$ cat config.mk
export PLATFORM = sky130hd
export DESIGN_NAME = bct_sqrt
export DESIGN_NICKNAME = d
export VERILOG_FILES = /design/src/design/bct_sqrt.sv
export SDC_FILE = /design/constraint.sdc
export NUM_CORES = 1
export LEC_CHECK = 0
export CAP_MARGIN = 10
export CORE_MARGIN = 5
export CORE_UTILIZATION = 45
export CTS_BUF_LIST = sky130_fd_sc_hd__clkbuf_4
export DETAILED_ROUTE_END_ITERATION = 10
export DONT_BUFFER_PORTS = 1
export PLACE_DENSITY = 0.73
export SETUP_SLACK_MARGIN = 0.3
export SYNTH_ARGS = -nofsm -noshare
export SYNTH_HDL_FRONTEND = slang
export SYNTH_SLANG_ARGS = --single-unit
$ cat constraint.sdc
create_clock -name clock -period 7.2 [get_ports clock]
set_clock_uncertainty 0.2 [all_clocks]
set_input_delay 0 -clock clock [delete_from_list [all_inputs] [get_ports clock]]
set_output_delay 0 -clock clock [all_outputs]
set_load 0.005 [all_outputs]
$ cat src/design/bct_sqrt.sv
// Iterative rounded square root, one root bit per cycle.
module bct_sqrt (
   input  logic        clock,
   input  logic        reset,
   input  logic        start,
   input  logic [41:0] radicand,
   output logic        done,
   output logic [21:0] root
);
   logic [41:0] v_ff, v_in;
   logic [43:0] r_ff, r_in;
   logic [43:0] bit_ff, bit_in;
   logic        run_ff, run_in;
   logic        done_ff, done_in;
   logic [43:0] trial;

   // restoring digit recurrence, one step per cycle
   always_comb begin
      v_in = v_ff; r_in = r_ff; bit_in = bit_ff; run_in = run_ff; done_in = 1'b0;
      trial = r_ff + bit_ff;
      if (start) begin
         v_in = radicand; r_in = '0; bit_in = 44'd1 << 42; run_in = 1'b1;
      end else if (run_ff) begin
         if ({2'd0, v_ff} >= trial) begin
            v_in   = 42'({2'd0, v_ff} - trial);
            r_in   = (r_ff >> 1) + bit_ff;
         end else begin
            r_in   = r_ff >> 1;
         end
         bit_in = bit_ff >> 2;
         if (bit_ff == 44'd1) begin
            run_in  = 1'b0;
            done_in = 1'b1;
         end
      end
   end

   always_ff @(posedge clock) begin
      v_ff <= v_in; r_ff <= r_in; bit_ff <= bit_in;
      if (reset) begin
         run_ff <= 1'b0; done_ff <= 1'b0;
      end else begin
         run_ff <= run_in; done_ff <= done_in;
      end
   end

   assign done = done_ff;
   assign root = ({2'd0, v_ff} > r_ff) ? r_ff[21:0] + 22'd1 : r_ff[21:0];
endmodule

Word-level counts from Yosys, hierarchy flattened
Cells that the tools add are included.
{"block": "op_classes", "n_mux": 9, "n_eq_ne": 1, "magnitude_cmp": 2, "n_bitwise": 1, "add_sub_neg": 4, "reduce_logical": 4}
{"cell": "42-bit 2-to-1 mux", "n": 3}
{"cell": "43-bit by 43-bit adder with 44-bit output", "n": 1}
{"cell": "44-bit by 43-bit adder with 44-bit output", "n": 1}
{"cell": "42-bit by 44-bit >= comparator with 1-bit output", "n": 1}
{"cell": "42-bit by 44-bit > comparator with 1-bit output", "n": 1}
{"cell": "44-bit 2-to-1 mux", "n": 1}
{"cell": "42-bit subtractor", "n": 1}
{"cell": "22-bit by 1-bit adder with 22-bit output, second input constant", "n": 1}
{"cell": "22-bit by 1-bit == test with 1-bit output, second input constant", "n": 1}
{"cell": "22-bit 2-to-1 mux", "n": 1}
{"cell": "1-bit 2-to-1 mux", "n": 4}
{"cell": "2-bit nonzero test", "n": 2}
{"cell": "3-bit OR reduction", "n": 1}
{"cell": "2-bit AND reduction", "n": 1}
{"cell": "1-bit inverter", "n": 1}
{"block": "totals", "wordCells": 26, "reg_bits": 110, "out_inout_bits": 23}

Depth between registers and ports, before layout
{"block": "depth", "depth_word": 5, "ltp_mapped": 24, "depth_no_buf": 21}

Worst setup path before layout
No wires, ideal clock.
{"block": "synth_timing", "path_kind": "register to register", "start": "register r_ff[10]", "end": "register v_ff[0] (enable)", "t_required_ps": 6500, "arrival_ps": 7231, "setup_slack_ps": -730, "stages_incl_launch_ff": 22, "synth_period_minus_slack_ps": 7930, "path_cell_list": "dfxtp_1 -> ha_1 -> nand4_1 -> or4_1 -> o32ai_1 -> nor3_2 -> o31ai_1 -> nand2_1 -> a21oi_1 -> o21ai_0 -> xor2_1 -> ha_1 -> and3_1 -> and2_1 -> o2111ai_1 -> nor4_1 -> nor2_1 -> o211ai_2 -> nand3_4 -> buf_6 -> buf_2 -> o21ai_0"}
{"block": "synth_via", "elab_chain_len": 4}
{"element": "from (decl)", "line": "11", "rtl": "logic [43:0] r_ff, r_in;"}
{"element": "from (signal assigned)", "line": "39", "rtl": "v_ff <= v_in; r_ff <= r_in; bit_ff <= bit_in;"}
{"element": "44-bit by 43-bit adder with 44-bit output", "line": "20", "rtl": "trial = r_ff + bit_ff;"}
{"element": "42-bit by 44-bit >= comparator with 1-bit output", "line": "24", "rtl": "if ({2'd0, v_ff} >= trial) begin"}
{"element": "2-bit nonzero test (no source line)"}
{"element": "2-bit AND reduction (no source line)"}
{"element": "to (signal assigned)", "line": "39"}
{"element": "to (decl)", "line": "10", "rtl": "logic [41:0] v_ff, v_in;"}
Every way passes these cells.
A chain may end at the register's enable or synchronous reset.

Worst setup path after layout
{"block": "layout_timing", "start": "register r_ff[8]", "end": "register r_ff[15]"}
{"block": "layout_via", "elab_chain_len": 3, "word_cells_on_any_way": 4, "cone_classes": "2 x add/sub; 1 x order compare; 1 x mux"}
{"element": "44-bit by 43-bit adder with 44-bit output", "line": "20"}
{"element": "42-bit by 44-bit >= comparator with 1-bit output", "line": "24"}
{"element": "44-bit 2-to-1 mux (*)", "line": "24"}
Every way passes the cells marked *; elsewhere a longest branch is shown, timed or not.

==> impl_results.html <==
<table>
<tr><th>Metric</th><th>Value</th></tr>
<tr><th colspan="2">Timing</th></tr>
<tr><td>Final critical-path share of the clock period</td><td>85.9%</td></tr>
<tr><td>Sum of negative setup slack</td><td>0 ps</td></tr>
<tr><td>Hold Vio Cnt, Final</td><td>0</td></tr>
<tr><td>Pin slew with the least headroom to its limit</td><td>851 ps</td></tr>
<tr><td>Pins Over Slew Limit</td><td>0</td></tr>
<tr><td>Rel. slew slack</td><td>43.3%</td></tr>
<tr><td>Highest clock rate</td><td>162 MHz</td></tr>
<tr><td>Unrepaired setup endpoints after global routing</td><td>no</td></tr>
<tr><td>Clock period minus final worst setup slack</td><td>6180 ps</td></tr>
<tr><td>Final setup violating endpoints</td><td>0</td></tr>
<tr><th colspan="2">Finish</th></tr>
<tr><td>Final instance area</td><td>12,500 sq um</td></tr>
<tr><td>Fraction of final layout cells with drive strength greater than 1</td><td>4.62%</td></tr>
<tr><td>Number of fillers in the final layout</td><td>2,437</td></tr>
<tr><td>Number of nets in the layout</td><td>1,644</td></tr>
<tr><td>Signed area change from the synthesized netlist to the final layout</td><td>7.45%</td></tr>
<tr><th colspan="2">Power</th></tr>
<tr><td>Part of the total power dissipated in sequential elements</td><td>33.9%</td></tr>
<tr><td>Maximum vdd ir drop</td><td>0.132 mV</td></tr>
<tr><td>Fraction of power spent switching nets</td><td>44.8%</td></tr>
<tr><td>Cell-internal power</td><td>1410 uW</td></tr>
<tr><td>Leakage power of the design</td><td>0.00467 uW</td></tr>
<tr><td>Net switching power</td><td>1150 uW</td></tr>
<tr><td>Logic gate share of total power</td><td>52.5%</td></tr>
<tr><td>Clock power frac</td><td>13.7%</td></tr>
<tr><td>Cell area power density</td><td>205 nW/um^2</td></tr>
<tr><th colspan="2">CTS</th></tr>
<tr><td>Root buffer cell</td><td>clkbuf_4</td></tr>
<tr><td>Clock-pin transition on the worst setup and hold timing paths</td><td>190 ps</td></tr>
<tr><td>TritonCTS clock tree</td><td>done</td></tr>
<tr><td>Number of sinks handled by clock tree synthesis</td><td>110</td></tr>
<tr><td>Clock latency of the later-clocked register in the worst-skew pair</td><td>500 ps</td></tr>
<tr><td>Post-CTS setup-driven buffer insertion count</td><td>0</td></tr>
<tr><td>Total number of H-tree levels</td><td>3</td></tr>
<tr><td>Number of buffers created by CTS</td><td>9</td></tr>
<tr><td>Post-cts repair resize count</td><td>0</td></tr>
<tr><td>Maximum buffer depth of the clock tree</td><td>2</td></tr>
<tr><th colspan="2">Synth</th></tr>
<tr><td>Count of flip-flops with a built-in enable after synthesis</td><td>42</td></tr>
<tr><td>Netlist area before placement</td><td>11,600 sq um</td></tr>
<tr><td>Async SR Flop Fraction</td><td>0%</td></tr>
<tr><td>Number of distinct standard cells referenced by the synthesized netlist</td><td>78</td></tr>
<tr><td>Number of synthesized register bits</td><td>110</td></tr>
<tr><td>Count of synthesis-stage warnings from yosys</td><td>0</td></tr>
<tr><td>Sequential area share after synthesis</td><td>22.6%</td></tr>
<tr><td>Mean Syn Cell Area</td><td>7.89 sq um</td></tr>
<tr><td>Area share of the leading cell type in the synthesized netlist</td><td>14.1%</td></tr>
<tr><td>Most common cell in the netlist</td><td>nand2_1</td></tr>
<tr><td>Largest area contributor in the netlist</td><td>ha_1</td></tr>
<tr><td>Most common flop cell mapped by yosys</td><td>dfxtp_1</td></tr>
<tr><td>Post-Synthesis Net Count</td><td>1,648</td></tr>
<tr><td>Top cells by area, synth</td><td>ha_1 (14%), dfxtp_1 (12%), edfxtp_1 (11%)</td></tr>
<tr><td>Synthesized instance count</td><td>1,471</td></tr>
<tr><td>Top cells by instance count after synthesis</td><td>nand2_1 (136), ha_1 (131), nor2_1 (119), o21ai_0 (111), a21oi_1 (93)</td></tr>
<tr><th colspan="2">Min path</th></tr>
<tr><td>Number of instances on the worst hold path</td><td>3</td></tr>
<tr><td>End of the worst hold path</td><td>v_ff[6]</td></tr>
<tr><td>Type of the tightest min-delay check</td><td>input port to flip-flop</td></tr>
<tr><td>Min-delay src</td><td>radicand[6]</td></tr>
<tr><th colspan="2">Global routing</th></tr>
<tr><td>Vias in the first global route</td><td>10,500</td></tr>
<tr><td>Initial antenna violation count</td><td>1</td></tr>
<tr><td>First-pass GRT wire length</td><td>55,300 um</td></tr>
<tr><td>Largest net degree at the start of global routing</td><td>135</td></tr>
<tr><td>Grt total ovfl</td><td>0</td></tr>
<tr><td>Total routing usage reported by global routing</td><td>23.2%</td></tr>
<tr><th colspan="2">Drt</th></tr>
<tr><td>Routed wire length</td><td>34,700 um</td></tr>
<tr><td>Wire length per cell</td><td>19.2 um</td></tr>
<tr><td>Post-DRT Antenna Nets</td><td>0</td></tr>
<tr><td>Drt via density</td><td>6.38</td></tr>
<tr><td>Number of vias after detailed routing</td><td>11,500</td></tr>
<tr><td>Detailed Route Iter0 Violations</td><td>1,308</td></tr>
<tr><td>Length of the first detailed-routing pass in iterations</td><td>5</td></tr>
<tr><td>Residual DRC</td><td>0</td></tr>
<tr><th colspan="2">Floorplanning</th></tr>
<tr><td>Width of the die</td><td>171 um</td></tr>
<tr><td>Core Footprint</td><td>25,300 sq um</td></tr>
<tr><td>Boundary Pins</td><td>68</td></tr>
<tr><td>Initial cell density of the core</td><td>45.9%</td></tr>
<tr><td>Die ar.</td><td>29,100 sq um</td></tr>
<tr><td>Site Rows</td><td>58</td></tr>
<tr><td>Die outline height</td><td>171 um</td></tr>
<tr><th colspan="2">Worst setup path</th></tr>
<tr><td>Setup slack of the worst register-to-register path</td><td>1020 ps</td></tr>
<tr><td>Required @ worst endpoint</td><td>7410 ps</td></tr>
<tr><td>Crit Path Class</td><td>flip-flop to flip-flop</td></tr>
<tr><td>Reg-to-reg startpoint</td><td>r_ff[8]</td></tr>
<tr><td>Worst path arrival time</td><td>6390 ps</td></tr>
<tr><td>Kind of start point of the critical path</td><td>flip-flop</td></tr>
<tr><td>Reg-to-reg endpoint</td><td>r_ff[15]</td></tr>
<tr><td>Maximum fanout count along the critical path</td><td>30</td></tr>
<tr><td>Kind of capture point of the worst setup path</td><td>flip-flop</td></tr>
<tr><td>Worst Reg2Reg Path Length in Cells</td><td>21</td></tr>
<tr><th colspan="2">Job</th></tr>
<tr><td>Max-cap violations</td><td>0</td></tr>
<tr><th colspan="2">Placed design</th></tr>
<tr><td>Placed cell areas</td><td>11,800 sq um</td></tr>
<tr><td>Final HPWL from detailed placement</td><td>26,200 um</td></tr>
<tr><td>Placer's final routability congestion estimate</td><td>0.927</td></tr>
<tr><td>Port Buffer Count</td><td>0</td></tr>
<tr><th colspan="2">Outcome</th></tr>
<tr><td>Run status</td><td>finished clean</td></tr>
</table>
[cell type report]
type | instances | area (sq um) | share of cell area [%]
well taps | 330 | 413 | 3.31
diodes | 1 | 2.50 | 0.0201
clock buffers | 11 | 82.6 | 0.662
flip-flops and latches | 110 | 2630 | 21.1
multi-input cells | 1225 | 8460 | 67.8
repair buffers | 60 | 598 | 4.80
inverters | 61 | 229 | 1.84
clock inverters | 5 | 60.1 | 0.482
[worst max-delay path by stage]
stage,startpoint,to,cells past startpoint
global route,r_ff[2],r_ff[7],21
finish,r_ff[8],r_ff[15],21
global placement,r_ff[8],r_ff[15],21
detailed placement,r_ff[2],r_ff[15],21
CTS,r_ff[2],r_ff[15],21
floorplan,r_ff[10],v_ff[0],21
[cells in the final DEF (no fill, tap or decap), types with 15 or more instances in the layout]
master,Yosys,layout
nor3_1,31,31
nand4_1,50,50
mux2i_1,42,42
o21ai_0,111,109
dfxtp_1,68,67
a211oi_1,33,33
dlygate4sd3_1,0,51
nand3_1,33,33
ha_1,131,131
xnor2_1,79,79
a311oi_1,15,15
a21oi_1,93,93
or3_1,18,18
inv_1,60,60
a31o_2,22,22
xor2_1,28,28
edfxtp_1,42,42
a31oi_1,35,35
a21o_1,42,42
nor4_1,20,20
nor2_1,119,119
nand2_1,136,136
o31ai_1,18,18
[metrics by stage]
stage	std cells	setup slack, ps	total power (uW)	hold WS, ps	util [%]
2_1_floorplan	1471	409	1860	-122	-
3_5_place_dp	1734	1190	2150	-126	46.7
3_3_place_gp	1734	1320	2120	-126	46.7
4_1_cts	1801	1130	2530	1.39	49.3
6_report	1803	1020	2560	16.3	49.4
5_1_grt	1803	656	2740	10.2	49.4
[power by group through the flow]
stage / clock network (uW) / logic [uW] / registers (uW)
final: 350 / 1340 / 867
after global routing: 377 / 1490 / 876
after CTS: 353 / 1320 / 862
after detailed placement: 0 / 1280 / 875
after global placement: 0 / 1250 / 873
after floorplan: 0 / 1040 / 815
[registers in the layout, summed over array words and instances, names as in the netlist]
register / count
r_ff: 44
run_ff: 1
v_ff: 42
done: 1
bit_ff: 22
[critical path: stages, from the launching register on]
cell and delay, ps:
dfxtp_1 440, ha_1 380, nand4_1 200, or4_1 550, o32ai_1 230, nor3_2 150
o31ai_1 510, nand2_1 130, a21oi_1 150, o21ai_0 100, xor2_1 170, ha_1 390
and3_1 230, and2_1 200, o2111ai_1 170, nor4_1 310, nor2_1 80, o211ai_2 120
nand3_4 360, buf_4 360, or3_1 360, a311oi_1 260
[cells by family (layout without fill, tap and decap cells)]
| family | count (synthesis) | in the layout | share of synthesized area [%] |
|---|---|---|---|
| buffers and inverters | 136 | 137 | 4.62 |
| XOR/XNOR | 108 | 108 | 8.22 |
| other | 0 | 1 | 0 |
| multiplexers | 45 | 45 | 3.91 |
| AND/OR/NAND/NOR | 479 | 479 | 20.2 |
| flip-flops | 110 | 110 | 22.6 |
| AO/OA/AOI/OAI | 461 | 461 | 26.1 |
| adder cells (fa/ha/maj) | 132 | 132 | 14.3 |
[what timing repair did]
item / 4_1_cts / 5_1_grt
hold buffers: 51 / 1
setup endpoints to repair: 0 / 0
hold endpoints to repair: 111 / 1
[layer usage]
| layer | up-vias | part of all wire, % | track usage [%] |
|---|---|---|---|
| met3 | 71 | 7.4 | 2.89 |
| met2 | 546 | 44 | 36.3 |
| met4 | 0 | 3.1 | 7.57 |
| met1 | 5375 | 45 | 33.4 |
| li1 | 5511 | - | - |
| met5 | - | 0 | 0 |
Power figures use the tool's default switching activity.
